$ cat src/hw/rtl/bdq_pkg.sv
// Shared types and codes for the bounded deque with search.
package bdq_pkg;

  // Operation codes
  localparam logic [2:0] FN_PUSH_FRONT = 3'd0;
  localparam logic [2:0] FN_PUSH_BACK  = 3'd1;
  localparam logic [2:0] FN_POP_FRONT  = 3'd2;
  localparam logic [2:0] FN_POP_BACK   = 3'd3;
  localparam logic [2:0] FN_FIND       = 3'd4;

  // Status codes
  localparam logic [1:0] STAT_OK       = 2'd0;
  localparam logic [1:0] STAT_EMPTY    = 2'd1;
  localparam logic [1:0] STAT_FULL     = 2'd2;
  localparam logic [1:0] STAT_NOTFOUND = 2'd3;

  // Input beat
  typedef struct packed {
    logic [2:0]         func;
    logic signed [31:0] value;
  } in_t;

  // Result beat
  typedef struct packed {
    logic [1:0] status;
    logic [4:0] position;
  } out_t;

  // Result handed from the controller to the output register
  typedef struct packed {
    logic done;
    out_t res;
  } ctrl_res_t;

  // Controller states
  typedef enum logic {
    S_IDLE,
    S_SCAN
  } ctrl_state_t;

endpackage

$ cat src/hw/rtl/bdq_ram.sv
// Generic single-port-write, single-port-read RAM with registered read data.
module bdq_ram #(
  parameter int WIDTH = 32,
  parameter int DEPTH = 16
) (
  input  logic                     clk,
  input  logic                     we,
  input  logic [$clog2(DEPTH)-1:0] waddr,
  input  logic [WIDTH-1:0]         wdata,
  input  logic                     re,
  input  logic [$clog2(DEPTH)-1:0] raddr,
  output logic [WIDTH-1:0]         rdata
);

  logic [WIDTH-1:0] mem [DEPTH];

  // write port
  always_ff @(posedge clk) begin
    if (we) begin
      mem[waddr] <= wdata;
    end
  end

  // registered read port
  always_ff @(posedge clk) begin
    if (re) begin
      rdata <= mem[raddr];
    end
  end

endmodule

$ cat src/hw/rtl/bdq_ctrl.sv
// Deque controller: ring pointers, operation decode and the find scan over the memory.
module bdq_ctrl #(
  parameter int DEPTH = 16
) (
  input  logic                     clk,
  input  logic                     rst_n,
  input  logic                     start,
  input  bdq_pkg::in_t             in_item,
  output logic                     busy,
  output logic                     ram_we,
  output logic [$clog2(DEPTH)-1:0] ram_waddr,
  output logic [31:0]              ram_wdata,
  output logic                     ram_re,
  output logic [$clog2(DEPTH)-1:0] ram_raddr,
  input  logic [31:0]              ram_rdata,
  output bdq_pkg::ctrl_res_t       res
);

  localparam int IDX_W = $clog2(DEPTH);
  localparam int CNT_W = $clog2(DEPTH + 1);
  localparam int SUM_W = IDX_W + 1;
  localparam logic [SUM_W-1:0] DEPTH_S = SUM_W'(DEPTH);
  localparam logic [CNT_W-1:0] DEPTH_C = CNT_W'(DEPTH);
  localparam logic [IDX_W-1:0] LAST_IDX = IDX_W'(DEPTH - 1);

  bdq_pkg::ctrl_state_t state_r, state_nxt;
  logic [IDX_W-1:0]   front_r, front_nxt;
  logic [CNT_W-1:0]   count_r, count_nxt;
  logic signed [31:0] key_r, key_nxt;
  logic [CNT_W-1:0]   rd_off_r, rd_off_nxt;
  logic               cmp_vld_r, cmp_vld_nxt;
  logic [IDX_W-1:0]   cmp_off_r, cmp_off_nxt;

  logic             accept;
  logic             full;
  logic             empty;
  logic             hit;
  logic             last;
  logic             scan_done;
  logic [CNT_W-1:0] cnt_m1;
  logic [IDX_W-1:0] front_dec;
  logic [IDX_W:0]   pos_full;

  // (base + off) mod DEPTH, with base < DEPTH and off < DEPTH
  function automatic logic [IDX_W-1:0] ring_add(input logic [IDX_W-1:0] base,
                                                input logic [SUM_W-1:0] off);
    logic [SUM_W-1:0] sum;
    begin
      sum = SUM_W'(base) + off;
      if (sum >= DEPTH_S) begin
        sum = sum - DEPTH_S;
      end
      return IDX_W'(sum);
    end
  endfunction

  assign accept    = start && (state_r == bdq_pkg::S_IDLE);
  assign busy      = (state_r != bdq_pkg::S_IDLE);
  assign full      = (count_r == DEPTH_C);
  assign empty     = (count_r == '0);
  assign cnt_m1    = count_r - CNT_W'(1);
  assign front_dec = (front_r == '0) ? LAST_IDX : front_r - IDX_W'(1);

  // scan compare stage: data for cmp_off_r arrives this cycle
  assign hit       = (ram_rdata == key_r);
  assign last      = (cmp_off_r == IDX_W'(cnt_m1));
  assign scan_done = cmp_vld_r && (hit || last);
  assign pos_full  = SUM_W'(cmp_off_r) + SUM_W'(1);

  // next state
  always_comb begin
    state_nxt = state_r;
    case (state_r)
      bdq_pkg::S_IDLE: begin
        if (accept && (in_item.func == bdq_pkg::FN_FIND) && !empty) begin
          state_nxt = bdq_pkg::S_SCAN;
        end
      end
      bdq_pkg::S_SCAN: begin
        if (scan_done) begin
          state_nxt = bdq_pkg::S_IDLE;
        end
      end
      default: state_nxt = bdq_pkg::S_IDLE;
    endcase
  end

  // datapath, memory access and result
  always_comb begin
    front_nxt    = front_r;
    count_nxt    = count_r;
    key_nxt      = key_r;
    rd_off_nxt   = rd_off_r;
    cmp_vld_nxt  = 1'b0;
    cmp_off_nxt  = cmp_off_r;
    ram_we       = 1'b0;
    ram_waddr    = front_r;
    ram_wdata    = in_item.value;
    ram_re       = 1'b0;
    ram_raddr    = front_r;
    res.done     = 1'b0;
    res.res      = '{status: bdq_pkg::STAT_OK, position: 5'd0};
    case (state_r)
      bdq_pkg::S_IDLE: begin
        if (accept) begin
          res.done = 1'b1;
          case (in_item.func)
            bdq_pkg::FN_PUSH_FRONT: begin
              if (full) begin
                res.res.status = bdq_pkg::STAT_FULL;
              end else begin
                ram_we    = 1'b1;
                ram_waddr = front_dec;
                front_nxt = front_dec;
                count_nxt = count_r + CNT_W'(1);
              end
            end
            bdq_pkg::FN_PUSH_BACK: begin
              if (full) begin
                res.res.status = bdq_pkg::STAT_FULL;
              end else begin
                ram_we    = 1'b1;
                ram_waddr = ring_add(front_r, SUM_W'(count_r));
                count_nxt = count_r + CNT_W'(1);
              end
            end
            bdq_pkg::FN_POP_FRONT: begin
              if (empty) begin
                res.res.status = bdq_pkg::STAT_EMPTY;
              end else begin
                front_nxt = ring_add(front_r, SUM_W'(1));
                count_nxt = cnt_m1;
              end
            end
            bdq_pkg::FN_POP_BACK: begin
              if (empty) begin
                res.res.status = bdq_pkg::STAT_EMPTY;
              end else begin
                count_nxt = cnt_m1;
              end
            end
            bdq_pkg::FN_FIND: begin
              if (empty) begin
                res.res.status = bdq_pkg::STAT_EMPTY;
              end else begin
                res.done   = 1'b0;
                key_nxt    = in_item.value;
                rd_off_nxt = '0;
              end
            end
            default: ;  // unused codes: no change, status ok
          endcase
        end
      end
      bdq_pkg::S_SCAN: begin
        // issue stage: one read per cycle, front to back
        if (rd_off_r < count_r) begin
          ram_re      = 1'b1;
          ram_raddr   = ring_add(front_r, SUM_W'(rd_off_r));
          rd_off_nxt  = rd_off_r + CNT_W'(1);
          cmp_vld_nxt = 1'b1;
          cmp_off_nxt = IDX_W'(rd_off_r);
        end
        // compare stage
        if (cmp_vld_r) begin
          if (hit) begin
            res.done             = 1'b1;
            res.res.position     = 5'(pos_full);
          end else if (last) begin
            res.done             = 1'b1;
            res.res.status       = bdq_pkg::STAT_NOTFOUND;
          end
        end
        if (scan_done) begin
          cmp_vld_nxt = 1'b0;
        end
      end
      default: ;
    endcase
  end

  // control registers
  always_ff @(posedge clk) begin
    if (!rst_n) begin
      state_r   <= bdq_pkg::S_IDLE;
      front_r   <= '0;
      count_r   <= '0;
      cmp_vld_r <= 1'b0;
      rd_off_r  <= '0;
    end else begin
      state_r   <= state_nxt;
      front_r   <= front_nxt;
      count_r   <= count_nxt;
      cmp_vld_r <= cmp_vld_nxt;
      rd_off_r  <= rd_off_nxt;
    end
  end

  // payload registers
  always_ff @(posedge clk) begin
    key_r     <= key_nxt;
    cmp_off_r <= cmp_off_nxt;
  end

endmodule

$ cat src/hw/rtl/bounded_deque_with_search.sv
// Push, pop and no-op beats, and a find on an empty deque, give the result strobe in the cycle after start; no busy.
// Find: busy while the scan runs (one ring read per cycle, front to back, each read compared when
//   its registered data returns); the result strobe comes in the cycle busy falls.
// Throughput: a new beat every cycle, except behind a find, which holds busy until its result.
// Reset (synchronous, rst_n low) empties the queue and sets the front slot to 0; memory
//   contents are not cleared. Results are not held off by the receiver.
module bounded_deque_with_search #(
  parameter int DEPTH = 16
) (
  input  logic           clk,
  input  logic           rst_n,
  input  logic           start,
  output logic           busy,
  input  bdq_pkg::in_t   in_item,
  output logic           out_valid,
  output bdq_pkg::out_t  out_item
);

  localparam int IDX_W = $clog2(DEPTH);

  logic               ram_we;
  logic [IDX_W-1:0]   ram_waddr;
  logic [31:0]        ram_wdata;
  logic               ram_re;
  logic [IDX_W-1:0]   ram_raddr;
  logic [31:0]        ram_rdata;
  bdq_pkg::ctrl_res_t res;
  logic               out_valid_r;
  bdq_pkg::out_t      out_item_r;

  bdq_ctrl #(
    .DEPTH(DEPTH)
  ) u_ctrl (
    .clk      (clk),
    .rst_n    (rst_n),
    .start    (start),
    .in_item  (in_item),
    .busy     (busy),
    .ram_we   (ram_we),
    .ram_waddr(ram_waddr),
    .ram_wdata(ram_wdata),
    .ram_re   (ram_re),
    .ram_raddr(ram_raddr),
    .ram_rdata(ram_rdata),
    .res      (res)
  );

  bdq_ram #(
    .WIDTH(32),
    .DEPTH(DEPTH)
  ) u_ram (
    .clk  (clk),
    .we   (ram_we),
    .waddr(ram_waddr),
    .wdata(ram_wdata),
    .re   (ram_re),
    .raddr(ram_raddr),
    .rdata(ram_rdata)
  );

  // result strobe register
  always_ff @(posedge clk) begin
    if (!rst_n) begin
      out_valid_r <= 1'b0;
    end else begin
      out_valid_r <= res.done;
    end
  end

  // result payload register
  always_ff @(posedge clk) begin
    if (res.done) begin
      out_item_r <= res.res;
    end
  end

  assign out_valid = out_valid_r;
  assign out_item  = out_item_r;

endmodule

$ cat config.mk
export PLATFORM = sky130hd
export DESIGN_NAME = bounded_deque_with_search
export DESIGN_NICKNAME = d
export VERILOG_FILES = /design/src/hw/rtl/bdq_pkg.sv /design/src/hw/rtl/bdq_ram.sv /design/src/hw/rtl/bdq_ctrl.sv /design/src/hw/rtl/bounded_deque_with_search.sv
export SDC_FILE = /design/constraint.sdc
export NUM_CORES = 1
export LEC_CHECK = 0
export ABC_AREA = 0
export BUFFER_PORTS_ARGS = -buffer_cell sky130_fd_sc_hd__clkbuf_2
export CAP_MARGIN = 20
export CORE_UTILIZATION = 40
export DETAILED_ROUTE_END_ITERATION = 10
export SYNTH_ARGS = -nofsm -noshare
export SYNTH_HDL_FRONTEND = slang
export SYNTH_HIERARCHICAL = 1
export SYNTH_SLANG_ARGS = --single-unit
$ cat constraint.sdc
create_clock -name clk -period 9.2 [get_ports clk]
set_input_delay 1.84 -clock clk [delete_from_list [all_inputs] [get_ports clk]]
set_output_delay 1.84 -clock clk [all_outputs]
set_load 0.02 [all_outputs]
==> summary.txt <==
Outcome
  • Result of the run: complete, no violations

Pwr
  • Reg power frac: between 50% and 60%
  • Sw Ratio: between 20% and 30%
  • Switching power of the nets: roughly 1.3 mW
  • Largest voltage drop on the vdd net: around 150 µV
  • Clk network pwr share: 40.1%
  • Lkg Pwr: 8.33 nW
  • Combinational share of power: under 10%
  • Areal power density over the cells: about 220 nW/µm²
  • Internal power of the cells: 4.55 mW

Worst setup path
  • Max stage delay cell, worst path: sky130_fd_sc_hd__buf_4
  • Slowest Stage Delay on Critical Path: just over 0.9 ns
  • Arr. time, crit path: 5.00 ns
  • Worst Setup Path Type: flop to flop
  • Largest fanout on the critical path: 67
  • Type of destination of the critical path: flop
  • Worst path bufs/invs: 4
  • Ordered cell list for the critical path: inv_1 > ha_1 > a21o_1 > a31oi_1 > o21ai_1 > buf_4 > o21ai_4 > buf_4 > buf_4 > mux4_2 > a22oi_1 > nand2_1
  • Cell with the most instances on the worst path: sky130_fd_sc_hd__buf_4
  • Kind of start point of the critical path: flop
  • Worst endpoint required time: roughly 9.6 ns
  • Crit path max-delay family: buffers and inverters

Global route
  • GRT Total Usage: 16.3%
  • Maximum number of pins on one net before global-route repair: around 110
  • Sum of overflow across all layers after global routing: 0
  • Initial antenna violation count: 0
  • Wire length of the first global-routing pass: 72.5 mm
  • Number of global-route vias before repair: 11,500

Synth
  • Post-synthesis cell type count: 58
  • Async S/R FF share, synth: 0%
  • Seq cells post-synth: 604
  • Synth top area share: 74.2%
  • Top cells by count, synth: 587 x sky130_fd_sc_hd__edfxtp_1, 128 x sky130_fd_sc_hd__mux4_2, 64 x sky130_fd_sc_hd__a22oi_1
  • Most numerous cell in the Yosys netlist: sky130_fd_sc_hd__edfxtp_1
  • Number of enable-type register cells in the synthesized netlist: between 500 and 600
  • Synth top area cells: sky130_fd_sc_hd__edfxtp_1 74%, sky130_fd_sc_hd__mux4_2 12%, sky130_fd_sc_hd__a22oi_1 2.0%
  • Number of cells produced by synthesis: about 1,200
  • Synth Net Count: 1,230
  • Most used flip-flop cell after synthesis: sky130_fd_sc_hd__edfxtp_1
  • Avg Cell Area, Syn: between 20 and 25 µm²
  • Number of warnings printed during yosys synthesis: 6
  • Largest area contributor in the netlist: sky130_fd_sc_hd__edfxtp_1
  • Combined area of all synthesized cells: roughly 24,000 µm²
  • Share of synthesized area occupied by flip-flops and latches: about three quarters

STA
  • RSZ-0062 raised after global routing: no
  • Final setup violation count: 0
  • Worst slew slack as a fraction of its limit: roughly 26%
  • Endpoints failing hold: 0
  • Total negative slack for setup checks: 0 ns
  • Final clock period utilization by the worst path: between 50% and 60%
  • Crit path time final: ~4.6 ns
  • Transition at the pin with the smallest max-transition slack: 1.11 ns
  • Clk_skew: 0.0116 ns
  • Highest clock rate: 216 MHz
  • Final Max Tran Viols: 0

Final layout
  • Layout area overhead: 12.6%
  • Fraction of layout instances using a drive strength above 1: about a quarter
  • Final core utilization: 46.0%
  • Post-layout nets: 1,277
  • Fillers: slightly below 5,000
  • Antenna cell count: 0

Min path
  • HP Class: flop to flop

Clock network
  • Post-CTS Hold Buffers: 0
  • Setup Fix Bufs, Post-CTS: 0
  • Root buf cell: sky130_fd_sc_hd__clkbuf_16
  • H-tree Lvls: 2
  • Latest clock arrival within the worst-skew pair: between 0.6 and 0.7 ns
  • Clock transition at the registers of the reported paths: roughly 0.06 ns
  • Number of cells upsized or downsized after cts: 0
  • Max clock buf depth: 3
  • TritonCTS clock tree: built
  • Clock Sinks: about 600
  • TritonCTS Buffers: 60

Die
  • Die span in x: ~250 µm
  • Std-Cell Core Area: 58,100 µm²
  • Count of pins on the block boundary: 47
  • Starting density of the core: 40.8%
  • Chip Height: approximately 250 µm
  • Die Area: 60,300 µm²
  • Placement row count: 88

Job
  • # Max-Cap Violations: 0

Place
  • HPWL after detailed placement: 26.9 mm
  • Number of buffers added on ports: between 40 and 50
  • Routability cong.: 0.760

Route
  • Number of DRC markers after the initial detailed-route iteration: 774
  • DRC violations left: 0
  • Overall via count from detail_route: roughly 11,000
  • Vias per cell: roughly 5.5
  • Count of TritonRoute iterations in the first routing pass: 4
  • Total detailed-routing wirelength: between 40 and 50 mm
  • Detail Route Antenna Nets: 0
  • Routed len/inst: approximately 24 µm
cell usage in the layout, fill, tap and decap left out, types with 3 or more instances in the layout:
| cell type | Yosys | final |
|---|---|---|
| sky130_fd_sc_hd__nor3_2 | 0 | 4 |
| sky130_fd_sc_hd__a21oi_1 | 13 | 13 |
| sky130_fd_sc_hd__nand3b_1 | 4 | 4 |
| sky130_fd_sc_hd__nand2_1 | 45 | 45 |
| sky130_fd_sc_hd__nor2_4 | 1 | 14 |
| sky130_fd_sc_hd__nand4_1 | 5 | 5 |
| sky130_fd_sc_hd__nor2b_1 | 5 | 3 |
| sky130_fd_sc_hd__buf_4 | 41 | 21 |
| sky130_fd_sc_hd__clkbuf_16 | 0 | 60 |
| sky130_fd_sc_hd__nor4_1 | 8 | 8 |
| sky130_fd_sc_hd__clkinvlp_4 | 0 | 3 |
| sky130_fd_sc_hd__dfxtp_1 | 17 | 17 |
| sky130_fd_sc_hd__nor3b_1 | 4 | 4 |
| sky130_fd_sc_hd__a211oi_1 | 4 | 4 |
| sky130_fd_sc_hd__bufinv_16 | 0 | 4 |
| sky130_fd_sc_hd__a22oi_1 | 64 | 64 |
| sky130_fd_sc_hd__inv_1 | 15 | 14 |
| sky130_fd_sc_hd__ha_1 | 17 | 17 |
| sky130_fd_sc_hd__nand2b_1 | 6 | 6 |
| sky130_fd_sc_hd__o21ai_0 | 13 | 12 |
| sky130_fd_sc_hd__clkinv_2 | 0 | 19 |
| sky130_fd_sc_hd__clkbuf_2 | 0 | 46 |
| sky130_fd_sc_hd__clkinv_1 | 1 | 17 |
| sky130_fd_sc_hd__edfxtp_1 | 587 | 587 |
| sky130_fd_sc_hd__mux4_2 | 128 | 128 |
| sky130_fd_sc_hd__xnor2_1 | 10 | 10 |
| sky130_fd_sc_hd__or3_1 | 3 | 3 |
| sky130_fd_sc_hd__a21o_1 | 4 | 4 |
| sky130_fd_sc_hd__clkbuf_1 | 21 | 5 |
| sky130_fd_sc_hd__nand3_1 | 9 | 9 |
| sky130_fd_sc_hd__xor2_1 | 41 | 41 |
| sky130_fd_sc_hd__nor2_1 | 31 | 18 |
| sky130_fd_sc_hd__nor3_1 | 13 | 9 |
power by group through the flow:
stage                     clock [mW]  combinational (mW)  sequential [mW]
final                           2.35               0.411             3.10
after CTS                       2.41               0.421             3.10
after detailed placement           0               0.420             3.16
after floorplan                    0               0.296             3.16
after global placement             0               0.415             3.16
after global routing            2.51               0.450             3.10
flip-flops by register name, summed over array words and instances, names as in the netlist:
name,count
u_ctrl/cmp_off_r,4
u_ctrl/front_r,4
u_ram/rdata,32
out_item,7
out_valid,1
u_ctrl/busy,1
u_ram/mem,512
u_ctrl/key_r,32
u_ctrl/count_r,5
u_ctrl/cmp_vld_r,1
u_ctrl/rd_off_r,5
per-layer routing:
layer / part of all wire, % / global-route usage [%]
met1: 44 / 22.0
met2: 50 / 27.1
met3: 4.8 / 2.58
met4: 2.0 / 4.90
met5: 0 / 0
cell type report:
class                           instances  area (µm²)  area share, %
Clock buffer                           65        1520           5.69
Tap cell                              765         957           3.58
Sequential cell                       604       18000           67.2
Multi-Input combinational cell        466        5360           20.1
Timing Repair Buffer                   71         483           1.81
Clock inverter                         47         385           1.44
Inverter                               17        63.8          0.239
kinds of logic (layout without fill, tap and decap cells):
group	after synthesis	after routing	share of synthesized area [%]
flip-flops	604	604	75.7
AND/OR/NAND/NOR	149	149	3.24
buffers and inverters	103	200	2.40
multiplexers	132	132	12.3
AO/OA/AOI/OAI	115	115	3.41
XOR/XNOR	51	51	1.88
adder cells (fa/ha/maj)	19	19	1.06
through the flow:
| stage | hold slack (ns) | std cells | total power, mW | worst slack (ns) | cell area [µm²] |
|---|---|---|---|---|---|
| floorplan | 0.441 | 1173 | 3.46 | 3.37 | 23700 |
| global placement | 0.463 | 1920 | 3.57 | 4.05 | 24800 |
| detailed placement | 0.483 | 1923 | 3.58 | 4.13 | 24800 |
| CTS | 0.493 | 2035 | 5.93 | 4.52 | 26700 |
| global route | 0.518 | 2035 | 6.06 | 4.31 | 26700 |
| finish | 0.489 | 2035 | 5.86 | 4.57 | 26700 |
final timing paths:
| check | end | slack [ns] | from | depth (start not counted) |
|---|---|---|---|---|
| worst min-delay path | u_ctrl/cmp_vld_r$_SDFF_PP0_ | 0.49 | u_ctrl/cmp_vld_r$_SDFF_PP0_ | 1 |
| worst max register to register | u_ram/rdata[22]$_DFFE_PP_ | 4.57 | u_ctrl/count_r[2]$_SDFFE_PN0P_ | 12 |
| worst max-delay path | u_ram/rdata[22]$_DFFE_PP_ | 4.57 | u_ctrl/count_r[2]$_SDFFE_PN0P_ | 12 |
| worst min register to register | u_ctrl/cmp_vld_r$_SDFF_PP0_ | 0.49 | u_ctrl/cmp_vld_r$_SDFF_PP0_ | 1 |
worst reg2reg max path, cell delays in order (launching register included):
cell and delay [ns]:
sky130_fd_sc_hd__dfxtp_1 0.55, sky130_fd_sc_hd__inv_1 0.16, sky130_fd_sc_hd__ha_1 0.34, sky130_fd_sc_hd__a21o_1 0.16, sky130_fd_sc_hd__a31oi_1 0.20, sky130_fd_sc_hd__o21ai_1 0.10, sky130_fd_sc_hd__buf_4 0.20, sky130_fd_sc_hd__o21ai_4 0.12
sky130_fd_sc_hd__buf_4 0.74, sky130_fd_sc_hd__buf_4 0.93, sky130_fd_sc_hd__mux4_2 0.45, sky130_fd_sc_hd__a22oi_1 0.31, sky130_fd_sc_hd__nand2_1 0.09
No activity file was read; power rests on OpenSTA's default activity.
